$ cat src/hsfc_pkg.sv
`timescale 1ns / 1ps
// hsfc_pkg: widths, command codes, format constants and conversion functions
// for the half/single float converter. No dependencies.

package hsfc_pkg;

    localparam int DATA_W = 32;
    localparam int HALF_W = 16;

    typedef enum logic [0:0] {
        CMD_S2H = 1'b0,
        CMD_H2S = 1'b1
    } cmd_t;

    localparam logic [7:0]  SGL_SAT_EXP  = 8'd143;
    localparam logic [7:0]  SGL_DEN_TOP  = 8'd112;
    localparam logic [7:0]  SGL_DEN_LOW  = 8'd102;
    localparam logic [7:0]  SGL_SHIFT_BASE = 8'd126;
    localparam logic [7:0]  SGL_DENORM_BASE = 8'd103;
    localparam logic [7:0]  SGL_MAX_EXP  = 8'd142;
    localparam logic [22:0] SGL_MAX_MAN  = 23'd8380416;
    localparam logic [4:0]  HALF_EXP_ALL = 5'd31;
    localparam logic [14:0] HALF_MAX_MAG = 15'h7BFF;

    function automatic logic [DATA_W-1:0] single_to_half(input logic [DATA_W-1:0] x);
        logic        sign;
        logic [7:0]  exp;
        logic [23:0] full;
        logic [4:0]  sh;
        logic [23:0] shifted;
        logic        rnd;
        logic [14:0] mag;
        sign = x[31];
        exp  = x[30:23];
        full = {1'b1, x[22:0]};
        sh   = 5'(SGL_SHIFT_BASE - exp);
        shifted = full >> sh;
        rnd  = full[5'(sh - 5'd1)];
        if (exp <= SGL_DEN_TOP) begin
            if (exp >= SGL_DEN_LOW) begin
                mag = 15'({5'd0, shifted[9:0]}) + 15'(rnd);
            end else begin
                mag = '0;
            end
        end else if (exp >= SGL_SAT_EXP) begin
            mag = HALF_MAX_MAG;
        end else begin
            mag = {5'(exp - SGL_DEN_TOP), x[22:13]};
        end
        return {16'd0, sign, mag};
    endfunction

    function automatic logic [DATA_W-1:0] half_to_single(input logic [HALF_W-1:0] h);
        logic        sign;
        logic [4:0]  exp;
        logic [9:0]  man;
        logic [3:0]  p;
        logic [7:0]  e32;
        logic [22:0] m32;
        logic [32:0] wide;
        sign = h[15];
        exp  = h[14:10];
        man  = h[9:0];
        p    = '0;
        for (int i = 0; i < 10; i++) begin
            if (man[i]) begin
                p = 4'(i);
            end
        end
        // leading one lands on the hidden bit 23 and drops out below
        wide = 33'({man, 13'd0}) << (4'd10 - p);
        if (exp == 5'd0) begin
            if (man == 10'd0) begin
                e32 = '0;
                m32 = '0;
            end else begin
                e32 = SGL_DENORM_BASE + 8'(p);
                m32 = wide[22:0];
            end
        end else if (exp == HALF_EXP_ALL) begin
            e32 = SGL_MAX_EXP;
            m32 = SGL_MAX_MAN;
        end else begin
            e32 = 8'(exp) + SGL_DEN_TOP;
            m32 = {man, 13'd0};
        end
        return {sign, e32, m32};
    endfunction

endpackage

$ cat src/half_single_float_converter_core.sv
`timescale 1ns / 1ps
// half_single_float_converter_core: stream converter between single and half
// float bit patterns. Depends on hsfc_pkg.
//
// Usage:
//   Input stream s_axis_*: tdata carries the operand bits (half in bits 15..0),
//   tuser carries the command (0 single to half, 1 half to single).
//   Output stream m_axis_*: tdata carries the result bits; half results are
//   zero-extended in bits 31..16. One result per input transfer, in order.
//   Path: input register, then the conversion, then the result register that
//   drives m_axis_tvalid. Throughput: one transfer per cycle while not
//   stalled by m_axis_tready; set by the single conversion stage.
//   Stall: while m_axis_tready is low the result register holds, the input
//   register can still fill, and s_axis_tready drops only when both are full.
//   Reset: synchronous on aresetn low; both valid flags clear, nothing is lost
//   except items in flight, and s_axis_tready comes up high.

module half_single_float_converter_core (
    input  logic                          aclk,
    input  logic                          aresetn,
    input  logic                          s_axis_tvalid,
    output logic                          s_axis_tready,
    input  logic [hsfc_pkg::DATA_W-1:0]   s_axis_tdata,  // [31:0] operand_bits
    input  logic [0:0]                    s_axis_tuser,  // [0] command
    output logic                          m_axis_tvalid,
    input  logic                          m_axis_tready,
    output logic [hsfc_pkg::DATA_W-1:0]   m_axis_tdata   // [31:0] result_bits
);
    import hsfc_pkg::*;

    logic              in_vld_reg;
    logic              in_vld_next;
    cmd_t              in_cmd_reg;
    logic [DATA_W-1:0] in_bits_reg;
    logic              out_vld_reg;
    logic              out_vld_next;
    logic [DATA_W-1:0] out_bits_reg;
    logic [DATA_W-1:0] conv;
    logic              out_free;
    logic              in_take;
    logic              advance;

    assign out_free      = !out_vld_reg || m_axis_tready;
    assign advance       = in_vld_reg && out_free;
    assign s_axis_tready = !in_vld_reg || out_free;
    assign in_take       = s_axis_tvalid && s_axis_tready;

    always_comb begin
        case (in_cmd_reg)
            CMD_S2H: conv = single_to_half(in_bits_reg);
            CMD_H2S: conv = half_to_single(in_bits_reg[HALF_W-1:0]);
            default: conv = '0;
        endcase
    end

    always_comb begin
        in_vld_next = in_vld_reg;
        if (in_take) begin
            in_vld_next = 1'b1;
        end else if (advance) begin
            in_vld_next = 1'b0;
        end
        out_vld_next = out_vld_reg;
        if (advance) begin
            out_vld_next = 1'b1;
        end else if (m_axis_tready) begin
            out_vld_next = 1'b0;
        end
    end

    always_ff @(posedge aclk) begin
        if (!aresetn) begin
            in_vld_reg  <= 1'b0;
            out_vld_reg <= 1'b0;
        end else begin
            in_vld_reg  <= in_vld_next;
            out_vld_reg <= out_vld_next;
        end
    end

    always_ff @(posedge aclk) begin
        if (in_take) begin
            in_cmd_reg  <= cmd_t'(s_axis_tuser);
            in_bits_reg <= s_axis_tdata;
        end
        if (advance) begin
            out_bits_reg <= conv;
        end
    end

    assign m_axis_tvalid = out_vld_reg;
    assign m_axis_tdata  = out_bits_reg;

endmodule

$ cat config.mk
export PLATFORM = sky130hd
export DESIGN_NAME = half_single_float_converter_core
export DESIGN_NICKNAME = d
export VERILOG_FILES = /design/src/hsfc_pkg.sv /design/src/half_single_float_converter_core.sv
export SDC_FILE = /design/constraint.sdc
export NUM_CORES = 1
export LEC_CHECK = 0
export ABC_AREA = 1
export BUFFER_PORTS_ARGS = -buffer_cell sky130_fd_sc_hd__buf_2
export CAP_MARGIN = 20
export CORE_ASPECT_RATIO = 2
export CORE_MARGIN = 5
export CORE_UTILIZATION = 46
export DETAILED_ROUTE_END_ITERATION = 8
export HOLD_SLACK_MARGIN = 0.05
export PLACE_DENSITY = 0.69
export SLEW_MARGIN = 40
export SYNTH_ARGS = -nofsm -noshare
export SYNTH_HDL_FRONTEND = slang
export SYNTH_SLANG_ARGS = --single-unit
$ cat constraint.sdc
create_clock -name aclk -period 3.3 [get_ports aclk]
set_input_delay 0.165 -clock aclk [delete_from_list [all_inputs] [get_ports aclk]]
set_output_delay 0.165 -clock aclk [all_outputs]
set_load 0.02 [all_outputs]
# Word level (Yosys, flattened, before mapping)
# Cells that the tools add are included.
[classes]
add_sub_neg = 7
mul = 0
div = 0
n_lt_le_gt_ge = 4
n_eq_ne = 1
shifts = 2
n_mux = 26
n_bitwise = 1
n_reduce_logical = 10
[ops]
columns = ["cell", "n"]
rows = [
  ["$mux W23", 3],
  ["$pmux W32 S2", 1],
  ["$mux W4", 9],
  ["$mux W15", 2],
  ["$mux W8", 3],
  ["$shr A24 B5 Y10", 1],
  ["$shl A23 B4 Y23", 1],
  ["$add A10 B1 Y11", 1],
  ["$mux W11", 1],
  ["$logic_not A10 Y1", 1],
  ["$add A5 B7 Y8 const B", 1],
  ["$add A7 B4 Y8 const A", 1],
  ["$ge A8 B7 Y1 const B", 1],
  ["$ge A8 B8 Y1 const B", 1],
  ["$le A8 B7 Y1 const B", 1],
  ["$lt A5 B6 Y1 const B", 1],
  ["$mux W1", 6],
  ["$bmux W1 S5", 1],
  ["$eq A5 B5 Y1 const B", 1],
  ["$logic_not A5 Y1", 1],
  ["$sub A5 B1 Y5 const B", 1],
  ["$sub A5 B5 Y5 const A", 1],
  ["$sub A5 B5 Y5 const B", 1],
  ["$reduce_bool A2 Y1", 2],
  ["other kinds (5)", 8],
]
[word_totals]
register_bits = 67
latchBits = 0
mem_bits_rw = 0
mem_bits_ro = 0
inputBits = 37
output_inout_bits = 34
elab_cells = 56
n_memories = 0

# Longest topological paths before layout
[logic_depth]
ltp_word = 15
ltp_mapped = 22
ltp_nobuf = 20

# Worst setup path after synthesis
# OpenSTA, ideal clock, no wires.
[synth_timing]
path_type = "reg2reg"
start = "register in_bits_reg[23]"
end = "register out_bits_reg[8], in the netlist m_axis_tdata[8], data pin"
setup_time_ns = 0.256
arrival_time_ns = 2.829
required_time_ns = 3.044
path_slack_ns = 0.215
stages_incl_launch_ff = 21
n_path_buf = 4
synth_period_minus_slack_ns = 3.085
path_cell_list = "edfxtp_1 -> buf_6 -> inv_6 -> buf_4 -> ha_1 -> buf_2 -> buf_2 -> nand2_1 -> nand2_1 -> inv_1 -> o21ai_0 -> o211ai_1 -> a31oi_1 -> ha_1 -> nand3_2 -> nor2_4 -> nand3_1 -> nand2_1 -> nand2_1 -> nand2_1 -> nand2_1"
[synth_between]
elab_chain_len = 8
elab_cells_between_ends = 13
cone_classes = "3 x add/sub; 3 x order compare; 1 x shift; 6 x mux"
[synth_lines]
columns = ["item", "line_no", "rtl"]
rows = [
  ["from (decl)", "half_single_float_converter_core.sv:34", "logic [DATA_W-1:0] in_bits_reg;"],
  ["from (signal assigned)", "half_single_float_converter_core.sv:84", "in_bits_reg <= s_axis_tdata;"],
  ["$sub A5 B5 Y5", "hsfc_pkg.sv:36", "sh = 5'(SGL_SHIFT_BASE - exp);"],
  ["$sub A5 B1 Y5", "hsfc_pkg.sv:38", "rnd = full[5'(sh - 5'd1)];"],
  ["$bmux W1 S5", "hsfc_pkg.sv:38", ""],
  ["$mux W1 (not written as such)", "hsfc_pkg.sv:38", ""],
  ["$add A10 B1 Y11", "hsfc_pkg.sv:41", "mag = 15'({5'd0, shifted[9:0]}) + 15'(rnd);"],
  ["$mux W11", "hsfc_pkg.sv:40", "if (exp >= SGL_DEN_LOW) begin"],
  ["$mux W15 (*)", "hsfc_pkg.sv:39", "if (exp <= SGL_DEN_TOP) begin"],
  ["$pmux W32 S2 (*)", "half_single_float_converter_core.sv:49", "case (in_cmd_reg)"],
  ["to (signal assigned)", "half_single_float_converter_core.sv:87", "out_bits_reg <= conv;"],
  ["to (decl)", "half_single_float_converter_core.sv:37", "logic [DATA_W-1:0] out_bits_reg;"],
]
# Mark *: on every way between the ends. The rest lies on a longest branch, timed or not. The select of a mux whose other input is x is not followed.
# A chain may end at the register's enable or synchronous reset.

# Worst setup path after layout
[layout_timing]
start = "register in_bits_reg[24]"
end = "register out_bits_reg[8], in the netlist m_axis_tdata[8], data pin"
# The elaborated chain is that of the path after synthesis.

==> summary.md <==
| Metric | Value |
|---|---|
| Non-filler instance count after layout | 877 |
| Initial Util | 46.6% |
| Leakage power of the design | 2.69 nW |
| Cell Pwr Density | 460 nW/um^2 |
| Post-Syn Area | 4700 sq um |
| Synth Area per Inst | 7.54 sq um |
| Worst EP required | 3.40 ns |
| Synth area leader | edfxtp_1 |
| Post-synth ARST share | 0% |
| DRT antenna net count | 0 |
| Area of the multi-input gates | 2370 sq um |
| Most used DFF post-synth | edfxtp_1 |
| Clk pin slew, worst setup/hold paths | 0.06 ns |
| Fin worst setup slack | 0.315 ns |
| Final Hold Vio Count | 0 |
| Crit path max fanout | 5 |
| Num CTS Buffers | 9 |
| Die W | 81.5 microns |
| Fmax | 335 MHz |
| Register area share after synthesis | 41.7% |
| Die area | 12,500 sq um |
| RR Startpoint | in_bits_reg[24]$_DFFE_PP_ |
| Placed Cells | 825 |
| Max Root-Sink Buffers | 2 |
| Critical path class | reg -> reg |
| Yosys Warn Count | 0 |
| DRC | 0 |
| Io pins | 71 |
| Gr ovfl total | 0 |
| Vias in the first global route | 5,022 |
| Yosys reg bits | 66 |
| Worst slew pin tran | 0.687 ns |
| 1st-iter DRT viols | 366 |
| Setup tns final | 0 ns |
| CP Capture Type | flip-flop |
| Number of synthesized flops with an enable pin | 64 |
| Hold path start | aresetn |
| Hold EP | in_vld_reg$_SDFFE_PN0P_ |
| Synth Instances | 624 |
| Flop2flop setup slack | 0.32 ns |
| Wire per inst | 18.2 microns |
| Top cell type's share of synthesized area | 40.9% |
| Status | finished clean |
| Clock sink count | 66 |
| Max Cap Violations | 0 |
| Min-Delay Path Class | in -> reg |
| Setup violations, final | 0 |
| Final WL | 16.0 mm |
| Post-synthesis cell type count | 38 |
| Slew margin rel. | 54.0% |
| Layout cells sized above 1 | 19.8% |
| Unrepaired setup endpoints after global routing | no |
| H-tree levels | 3 |
| Root buffer cell | clkbuf_16 |
| FF+latch area | 1960 sq um |
| Die Ht | 153 microns |
| Port Buffers | 70 |
| Diodes inserted | 0 |
| Layout fillers | 957 |
| Clk_skew | 0.00652 ns |
| CP arrival | 3.08 ns |
| Initial antenna violation count | 0 |
| Syn Nets | 670 |
| Vias post-DR | 4,962 |
| Top-count cell post-synth | nand2_1 |
| Final std cell area, no fill | 5920 sq um |
| Register-to-Register Path Depth | 20 |
| Power Total | 2.72 mW |
| Row Count | 52 |
| Clock latency on the worst-skew pair | 0.34 ns |
| Layout Nets | 783 |
| Final Max Slew Viols | 0 |
| Core Area | 10,100 sq um |
| Routability Congestion | 0.974 |
| Hold depth | 3 |
| R2r endpoint | m_axis_tdata[8]$_SDFFCE_PP0P_ |
| Top post-synthesis cells by area | edfxtp_1 (41%), nand2_1 (14%), nand3_1 (14%) |
| DRT Pass-1 Iters | 5 |
| CTS tree | yes |
| Total GRT Usage | 26.7% |
| DP HPWL | 12.2 mm |
| Critical path launch point type | flip-flop |
| Vias per cell | 5.66 |
| Placed instance area | 5250 sq um |
| Synthesis-to-layout area growth | 25.8% |
| Fin crit period | 2.98 ns |
| VDD IR max | 0.359 mV |
| Max reg flops | 32 |
| Synth cell count leaders | nand2_1 (174), nand3_1 (128), edfxtp_1 (64) |
| First-pass GRT wire length | 25.0 mm |
| Pin count of the biggest net entering global routing | 27 |
| Pre-CTS setup slack | 0.186 ns |
| Crit share post-route | 90.4% |
[worst max-delay path by stage]
| stage | to | slack, ns | start |
|---|---|---|---|
| 4_1_cts | m_axis_tdata[8]$_SDFFCE_PP0P_ | 0.18 | in_bits_reg[24]$_DFFE_PP_ |
| 3_5_place_dp | m_axis_tdata[8]$_SDFFCE_PP0P_ | 0.19 | in_bits_reg[24]$_DFFE_PP_ |
| 3_3_place_gp | m_axis_tdata[8]$_SDFFCE_PP0P_ | 0.27 | in_bits_reg[23]$_DFFE_PP_ |
| 5_1_grt | m_axis_tdata[8]$_SDFFCE_PP0P_ | 0.02 | in_bits_reg[24]$_DFFE_PP_ |
| 2_1_floorplan | m_axis_tdata[8]$_SDFFCE_PP0P_ | 0.22 | in_bits_reg[23]$_DFFE_PP_ |
| 6_report | m_axis_tdata[8]$_SDFFCE_PP0P_ | 0.32 | in_bits_reg[24]$_DFFE_PP_ |
[placed cells by master, fill, tap and decap left out, drive strengths merged]
master / instances
nand2: 184
nand3: 133
buf: 94
edfxtp: 64
inv: 64
o21ai: 45
nor2: 36
dlygate4sd3: 33
a21oi: 22
a31oi: 10
ha: 9
clkbuf: 9
nand4: 8
o211ai: 7
xor2: 5
clkinv: 4
o31ai: 3
nor3: 2
dfxtp: 2
xnor2: 1
a32o: 1
o2111ai: 1
o311ai: 1
nand3b: 1
o32ai: 1
and2: 1
bufinv: 1
[critical path, cell delays in order, from the launching register on]
cell and delay, ns:
edfxtp_1 0.44, buf_4 0.17, ha_1 0.23, nand2_4 0.09
nand2_2 0.05, nand2_1 0.07, nand2_2 0.06, nand2_2 0.08
inv_2 0.04, nand2_1 0.08, xor2_1 0.24, a31oi_1 0.08
a31oi_2 0.21, ha_1 0.22, nand3_2 0.14, nor2_4 0.19
nand3_1 0.12, nand2_1 0.08, nand2_1 0.04, nand2_1 0.05
nand2_1 0.07
[report_power, final]
group / leakage, nW / switching (mW) / internal (mW)
registers: 0.638 / 0.0418 / 0.977
clock network: 0.150 / 0.401 / 0.593
logic: 1.90 / 0.462 / 0.247
total: 2.69 / 0.904 / 1.82
[stage by stage]
step | hold WS (ns) | util, %
after global routing | 0.0937 | 58.7
after global placement | 0.341 | 51.8
after CTS | 0.0682 | 58.3
final | 0.0685 | 58.7
after floorplan | 0.264 | -
after detailed placement | 0.343 | 52.1
[area by class of cell]
| class | count | area share (%) |
|---|---|---|
| Sequential cell | 66 | 33.2 |
| Tap cell | 135 | 2.85 |
| Multi-Input combinational cell | 471 | 40.0 |
| Inverter | 62 | 4.02 |
| Clock buffer | 9 | 3.81 |
| Clock inverter | 7 | 1.29 |
| Timing Repair Buffer | 127 | 14.9 |
[cell families after synthesis]
family          after synthesis  share of synthesized area, %
flops                        66                          41.7
buf+inv                      87                          8.38
xor+xnor                      6                          1.52
simple gates                365                          35.1
compound gates               91                          10.9
fa+ha+maj                     9                          2.39
[routing by layer]
layer,global-route usage [%],part of all wire [%]
met1,24.2,32
met2,48.9,56
met3,5.06,4.3
met4,20.6,7.7
met5,0,0
[timing repair]
action / in CTS / in global routing
hold buffers: 33 / 0
setup endpoints to repair: 0 / 8
setup buffers: 0 / 3
endpoints found under the hold margin: 33 / 0
resized for setup: 0 / 3
No activity file was read; power rests on OpenSTA's default activity.
